<file path="src/hdl/elc_pkg.sv">
// Shared types, constants and the divider step function for the ETX link cost block.
package elc_pkg;

	localparam int unsigned DIV_STEPS = 16;

	localparam logic [15:0] COST_INFINITY       = 16'hFFFF;
	localparam logic [15:0] COST_UNIT           = 16'd256;
	localparam logic [15:0] NOMINAL_RX_COST_RST = 16'd256;

	typedef struct packed {
		logic [15:0] divisor;
		logic [14:0] rem;
		logic        nbit;
		logic        ovf;
		logic [15:0] tx;
	} div_in_t;

	typedef struct packed {
		logic [15:0] quo;
		logic        ovf;
		logic [15:0] tx;
	} div_out_t;

	typedef struct packed {
		logic [15:0] divisor;
		logic [14:0] rem;
		logic [15:0] quo;
		logic        nbit;
		logic        ovf;
		logic [15:0] tx;
	} div_stage_t;

	// One restoring step: shift in the next numerator bit, subtract if it fits.
	function automatic div_stage_t div_step(div_stage_t s, logic first);
		div_stage_t n;
		logic [15:0] sh;
		logic        ge;
		n     = s;
		sh    = {s.rem, first ? s.nbit : 1'b0};
		ge    = (sh >= s.divisor);
		n.rem = ge ? 15'(sh - s.divisor) : sh[14:0];
		n.quo = {s.quo[14:0], ge};
		return n;
	endfunction

endpackage

</file>
<file path="src/hdl/elc_div.sv">
// Pipelined restoring divider: one quotient bit per register stage.
module elc_div (
	input  logic              clk,
	input  logic              arst_n,
	input  logic              in_valid,
	output logic              in_ready,
	input  elc_pkg::div_in_t  in_data,
	output logic              out_valid,
	input  logic              out_ready,
	output elc_pkg::div_out_t out_data
);

	localparam int unsigned LAST = elc_pkg::DIV_STEPS - 1;

	elc_pkg::div_stage_t stage_s [elc_pkg::DIV_STEPS];
	logic                vld_s   [elc_pkg::DIV_STEPS];
	logic                rdy     [elc_pkg::DIV_STEPS];
	elc_pkg::div_stage_t head;

	assign head = '{
		divisor: in_data.divisor,
		rem:     in_data.rem,
		quo:     '0,
		nbit:    in_data.nbit,
		ovf:     in_data.ovf,
		tx:      in_data.tx
	};

	for (genvar g = 0; g < elc_pkg::DIV_STEPS; g++) begin : g_step
		elc_pkg::div_stage_t src;
		logic                src_v;

		if (g == 0) begin : g_head
			assign src   = head;
			assign src_v = in_valid;
		end else begin : g_body
			assign src   = stage_s[g-1];
			assign src_v = vld_s[g-1];
		end

		if (g == LAST) begin : g_tail
			assign rdy[g] = !vld_s[g] || out_ready;
		end else begin : g_mid
			assign rdy[g] = !vld_s[g] || rdy[g+1];
		end

		always_ff @(posedge clk or negedge arst_n) begin
			if (!arst_n) begin
				vld_s[g] <= 1'b0;
			end else if (rdy[g]) begin
				vld_s[g] <= src_v;
			end
		end

		always_ff @(posedge clk) begin
			if (rdy[g]) begin
				stage_s[g] <= elc_pkg::div_step(src, 1'(g == 0));
			end
		end
	end

	assign in_ready  = rdy[0];
	assign out_valid = vld_s[LAST];
	assign out_data  = '{
		quo: stage_s[LAST].quo,
		ovf: stage_s[LAST].ovf,
		tx:  stage_s[LAST].tx
	};

endmodule

</file>
<file path="src/hdl/etx_link_cost.sv">
// Top level of the ETX link cost block: history rating, receive cost divider, link cost.
// Pipeline: 1 prep, 16 divider and 3 cost stages from item accepted to result valid.
// Throughput: one item per cycle when not stalled; 16 divider stages, one quotient bit each.
// Each stage holds only while the next is full and stalled, so bubbles close up.
// Reset clears all valid bits and sets the nominal receive cost to 256; data is not reset.
module etx_link_cost (
	input  logic        clk,
	input  logic        arst_n,
	input  logic        cfg_we,
	input  logic [15:0] cfg_wdata,      // nominal_rx_cost
	input  logic        s_axis_tvalid,
	output logic        s_axis_tready,
	input  logic [31:0] s_axis_tdata,   // hello_history [15:0], tx_cost [31:16]
	output logic        m_axis_tvalid,
	input  logic        m_axis_tready,
	output logic [31:0] m_axis_tdata,   // link_cost [15:0], rx_cost [31:16]
	output logic [0:0]  m_axis_tuser    // cost_infinite [0]
);

	logic [15:0] nominal_q;

	logic              vld_s1;
	elc_pkg::div_in_t  div_s1;
	elc_pkg::div_in_t  prep;
	logic [14:0]       rating;
	logic [15:0]       hist;

	logic              div_in_ready;
	logic              div_out_valid;
	elc_pkg::div_out_t div_out;

	logic        vld_s2;
	logic [15:0] rx_s2;
	logic [15:0] tx_s2;

	logic        vld_s3;
	logic [31:0] prod_s3;
	logic [15:0] rx_s3;
	logic [15:0] tx_s3;
	logic        rx_inf_s3;
	logic        small_s3;
	logic [15:0] mul_a;
	logic [15:0] mul_b;

	logic        vld_s4;
	logic [15:0] link_s4;
	logic [15:0] rx_s4;
	logic        inf_s4;
	logic [23:0] scaled;
	logic [15:0] cost;

	logic rdy_s1;
	logic rdy_s2;
	logic rdy_s3;
	logic rdy_s4;

	assign rdy_s4 = !vld_s4 || m_axis_tready;
	assign rdy_s3 = !vld_s3 || rdy_s4;
	assign rdy_s2 = !vld_s2 || rdy_s3;
	assign rdy_s1 = !vld_s1 || div_in_ready;

	assign s_axis_tready = rdy_s1;

	always_ff @(posedge clk or negedge arst_n) begin
		if (!arst_n) begin
			nominal_q <= elc_pkg::NOMINAL_RX_COST_RST;
		end else if (cfg_we) begin
			nominal_q <= cfg_wdata;
		end
	end

	// Rate the history; overflow when the quotient cannot fit in 16 bits.
	always_comb begin
		hist         = s_axis_tdata[15:0];
		rating       = 15'({1'b0, hist[15], 13'd0}) + 15'({1'b0, hist[14], 13'd0})
			+ 15'(hist[13:0]);
		prep.divisor = 16'(rating) + 16'd1;
		prep.rem     = nominal_q[15:1];
		prep.nbit    = nominal_q[0];
		prep.ovf     = ({1'b0, nominal_q[15:1]} >= prep.divisor);
		prep.tx      = s_axis_tdata[31:16];
	end

	always_ff @(posedge clk or negedge arst_n) begin
		if (!arst_n) begin
			vld_s1 <= 1'b0;
		end else if (rdy_s1) begin
			vld_s1 <= s_axis_tvalid;
		end
	end

	always_ff @(posedge clk) begin
		if (rdy_s1) begin
			div_s1 <= prep;
		end
	end

	elc_div u_div (
		.clk       (clk),
		.arst_n    (arst_n),
		.in_valid  (vld_s1),
		.in_ready  (div_in_ready),
		.in_data   (div_s1),
		.out_valid (div_out_valid),
		.out_ready (rdy_s2),
		.out_data  (div_out)
	);

	always_ff @(posedge clk or negedge arst_n) begin
		if (!arst_n) begin
			vld_s2 <= 1'b0;
			vld_s3 <= 1'b0;
			vld_s4 <= 1'b0;
		end else begin
			if (rdy_s2) begin
				vld_s2 <= div_out_valid;
			end
			if (rdy_s3) begin
				vld_s3 <= vld_s2;
			end
			if (rdy_s4) begin
				vld_s4 <= vld_s3;
			end
		end
	end

	always_ff @(posedge clk) begin
		if (rdy_s2) begin
			rx_s2 <= (div_out.ovf || div_out.quo >= elc_pkg::COST_INFINITY)
				? elc_pkg::COST_INFINITY : div_out.quo;
			tx_s2 <= div_out.tx;
		end
	end

	assign mul_a = (tx_s2 < elc_pkg::COST_UNIT) ? elc_pkg::COST_UNIT : tx_s2;
	assign mul_b = (rx_s2 < elc_pkg::COST_UNIT) ? elc_pkg::COST_UNIT : rx_s2;

	always_ff @(posedge clk) begin
		if (rdy_s3) begin
			prod_s3   <= 32'(mul_a) * 32'(mul_b);
			rx_s3     <= rx_s2;
			tx_s3     <= tx_s2;
			rx_inf_s3 <= (rx_s2 == elc_pkg::COST_INFINITY);
			small_s3  <= (tx_s2 < elc_pkg::COST_UNIT) && (rx_s2 < elc_pkg::COST_UNIT);
		end
	end

	always_comb begin
		scaled = prod_s3[31:8];
		if (rx_inf_s3) begin
			cost = elc_pkg::COST_INFINITY;
		end else if (small_s3) begin
			cost = tx_s3;
		end else if (scaled >= 24'(elc_pkg::COST_INFINITY)) begin
			cost = elc_pkg::COST_INFINITY;
		end else begin
			cost = scaled[15:0];
		end
	end

	always_ff @(posedge clk) begin
		if (rdy_s4) begin
			link_s4 <= cost;
			rx_s4   <= rx_s3;
			inf_s4  <= (cost == elc_pkg::COST_INFINITY);
		end
	end

	assign m_axis_tvalid = vld_s4;
	assign m_axis_tdata  = {rx_s4, link_s4};
	assign m_axis_tuser  = inf_s4;

endmodule

</file>
<file path="config.mk">
export PLATFORM = sky130hd
export DESIGN_NAME = etx_link_cost
export DESIGN_NICKNAME = d
export VERILOG_FILES = /design/src/hdl/elc_pkg.sv /design/src/hdl/elc_div.sv /design/src/hdl/etx_link_cost.sv
export SDC_FILE = /design/constraint.sdc
export NUM_CORES = 2
export LEC_CHECK = 0
export CAP_MARGIN = 15
export CORE_MARGIN = 2
export CORE_UTILIZATION = 40
export DETAILED_ROUTE_END_ITERATION = 7
export DONT_BUFFER_PORTS = 1
export PLACE_DENSITY = 0.52
export SYNTH_ARGS = -nofsm -noshare
export SYNTH_HDL_FRONTEND = slang
export SYNTH_SLANG_ARGS = --single-unit
</file>
<file path="constraint.sdc">
create_clock -name clk -period 8.4 [get_ports clk]
set_input_delay 0.42 -clock clk [delete_from_list [all_inputs] [get_ports clk]]
set_output_delay 0.42 -clock clk [all_outputs]
set_load 0.01 [all_outputs]
</file>
==> qor.yml <==
outcome: "completed"
ant_nets: 0
worst_slack_ns: 0.6579
start_util_pct: 40.38
worstSetupEndpointType: "flip-flop"
cts_tree: "yes"
synth-xor-area-share_pct: 2.233
core_sq_um: 139900
gr-total-overflow: 0
synth_most_common_cell: "edfxtp_1"
grt_pass1_wl_um: 189500
synth_common_cells: "1045 x edfxtp_1, 599 x inv_1, 437 x nand2_1"
track_usage_pct: 16.59
min_path_cells: 2
clock_sinks: 1081
reg2reg_from: "rx_s2[8]$_SDFFCE_PP1P_"
gp_congestion: 0.8492
ys_seq_elements: 1081
port_buffers: 0
crit_top_cell: "fa_1"
design_area_sq_um: 63370
drive_gt1_share_pct: 7.665
drt-total-wl_um: 118800
die_h_um: 379.8
worstPathArrival_ns: 8.22
setup_tns_ns: 0
synth_top_area_share_pct: 55.56
tightest_slew_ns: 0.9868
syn-num-nets: 5181
cts_buffer_depth: 3
placed_area_sq_um: 58750
yosys.area_share.simple_pct: 10.66
firstDrtPassIters: 5
synthFlopType: "edfxtp_1"
worstPathCellList: "or4_1, or2_2, nand2_1, nor2_1, fa_1, inv_1, fa_1, fa_1, inv_1, fa_1, fa_1, inv_1, fa_1, inv_1, ha_1, and3_1, a221o_1, a21oi_1, o221ai_1, a21oi_4, o21bai_1, a21o_1, xor2_1"
place_ws_ns: 0.6675
syn2layout_area_growth_pct: 12.21
fillCellCount: 12814
antenna_found_initial: 3
cts-htree-levels: 3
fmax_ghz: 0.1292
dieArea_sq_um: 144200
wl_per_cell_um: 17.90
slew_violations: 0
hold_viol: 0
reg2reg_slack_ns: 0.66
num_rows: 137
reg2reg_depth: 23
clkTransAtPathRegs_ns: 0.06
synthTopCellsByArea: "edfxtp_1 56%, ha_1 8.2%, fa_1 7.4%, inv_1 4.0%, nand2_1 2.9%"
maxSlewHeadroom_pct: 34.22
crit_required_ns: 8.88
layout.nets: 5293
synth.largest_area_cell: "edfxtp_1"
slowest_stage: "or4_1"
critPathMaxFanout: 42
synth_area_per_cell_sq_um: 12.42
synth_compound_area_share_pct: 8.128
ios: 88
synthAdderAreaFrac_pct: 15.65
numCtsBuffers: 117
min_period_over_period_pct: 92.17
cts_resized: 0
drc: 0
root_buffer: "clkbuf_16"
start_kind: "flip-flop"
grt_max_degree: 63
num_vias: 33519
setup.worst_path.class: "flip-flop to flip-flop"
drtIter0Drc: 2099
cap_violations: 0
antenna_cells: 0
fp.dieW_um: 379.8
synthCells: 4547
insertion_delay_ns: 0.75
synthArstFlopShare_pct: 3.330
synth.cell_area_sq_um: 56480
grt_pass1_vias: 34178
synth_warnings: 0
synth_edf_count: 1045
synthMuxAreaShare_pct: 1.478
fin_hold_ws_ns: 0.06590
dpl.hpwl_um: 88620
max_stage_delay_ns: 0.60
min_to: "div_s1[36]$_DFFE_PP_"
via_per_inst: 5.050
hold_path_class: "input port to flip-flop"
ys_types: 80
finalCriticalPeriod_ns: 7.742
final-setup-viol-count: 0
synth_top_family_by_area: "adder cells"
min_from: "s_axis_tdata[0]"
rsz0062_at_grt: "false"
reg2reg_to: "prod_s3[29]$_DFFE_PP_"
seq_area_frac_synth_pct: 57.16
skew_ns: 0.04724
## worst max-delay path: cells and delay by family, from the launching register on
family | cells | cell delay (ns)
flops | 1 | 0.43
simple gates | 5 | 1.84
buf+inv | 4 | 0.21
compound gates | 6 | 1.43
xor+xnor | 1 | 0.13
fa+ha+maj | 7 | 3.45
## per-stage QoR
| stage | cells | util [%] |
|---|---|---|
| 5_1_grt | 6638 | 45.31 |
| 6_report | 6638 | 45.31 |
| 3_5_place_dp | 6366 | 42.00 |
| 4_1_cts | 6638 | 45.31 |
| 3_3_place_gp | 6366 | 42.00 |
| 2_1_floorplan | 4547 | - |
## metal layers
metal | routed length (um) | GRT usage, % | vias to the layer above
met3 | 3996 | 2.463 | 187
met2 | 61400 | 30.01 | 573
met5 | 14 | 0 | -
met1 | 49840 | 20.28 | 16360
met4 | 3574 | 5.188 | 2
li1 | - | - | 16397
## cells by family (layout without fill, tap and decap cells)
family | after synthesis | after routing
compound gates | 713 | 713
xor+xnor | 144 | 144
flops | 1081 | 1081
buf+inv | 694 | 909
simple gates | 1258 | 1258
fa+ha+maj | 581 | 581
mux | 76 | 76
## what timing repair did
| action | CTS | global route |
|---|---|---|
| hold endpoints to repair | 83 | 0 |
| hold buffers | 50 | 0 |
| setup endpoints to repair | 0 | 0 |
| setup buffers | 0 | 0 |
## worst max-delay path by stage
| stage | start | to | cells after the start |
|---|---|---|---|
| finish | rx_s2[8]$_SDFFCE_PP1P_ | prod_s3[29]$_DFFE_PP_ | 23 |
| global route | rx_s2[8]$_SDFFCE_PP1P_ | prod_s3[29]$_DFFE_PP_ | 23 |
| CTS | rx_s2[8]$_SDFFCE_PP1P_ | prod_s3[29]$_DFFE_PP_ | 23 |
| detailed placement | rx_s2[8]$_SDFFCE_PP1P_ | prod_s3[29]$_DFFE_PP_ | 23 |
| global placement | rx_s2[8]$_SDFFCE_PP1P_ | prod_s3[29]$_DFFE_PP_ | 23 |
| floorplan | rx_s2[11]$_SDFFCE_PP1P_ | prod_s3[22]$_DFFE_PP_ | 26 |
## layout make-up
cell class,count,area [sq um],share of cell area [%]
Timing Repair Buffer,88,803.3,1.268
Inverter,599,2248,3.548
Tap cell,1876,2347,3.704
Clock inverter,76,947.2,1.495
Sequential cell,1081,32280,50.94
Clock buffer,146,3157,4.981
Multi-Input combinational cell,2772,21590,34.07
## flip-flops by register name, summed over array words and instances, names as in the netlist, 15 cells and up
signal / cells
tx_s2: 16
nominal_q: 16
link_s4: 16
div_s1: 49
u_div.stage_s: 873
rx_s3: 16
prod_s3: 24
u_div.g_step.src_v: 15
tx_s3: 16
rx_s4: 16
rx_s2: 16
## cell usage in the layout (no fill, tap or decap), drive strengths merged, types with 51 or more instances in the layout
cell,n
edfxtp,1045
inv,605
nand2,437
ha,372
nor2,285
o21ai,225
fa,209
a21oi,159
clkbuf,146
and3,78
xor2,75
nor3,73
xnor2,69
nand4,65
mux2,59
nor2b,56
nand2b,54
a21o,51
nand3,51
Power is left out: the tool's default activity adds up to more than one toggle a clock period on the data nets, which glitch-free logic cannot reach.
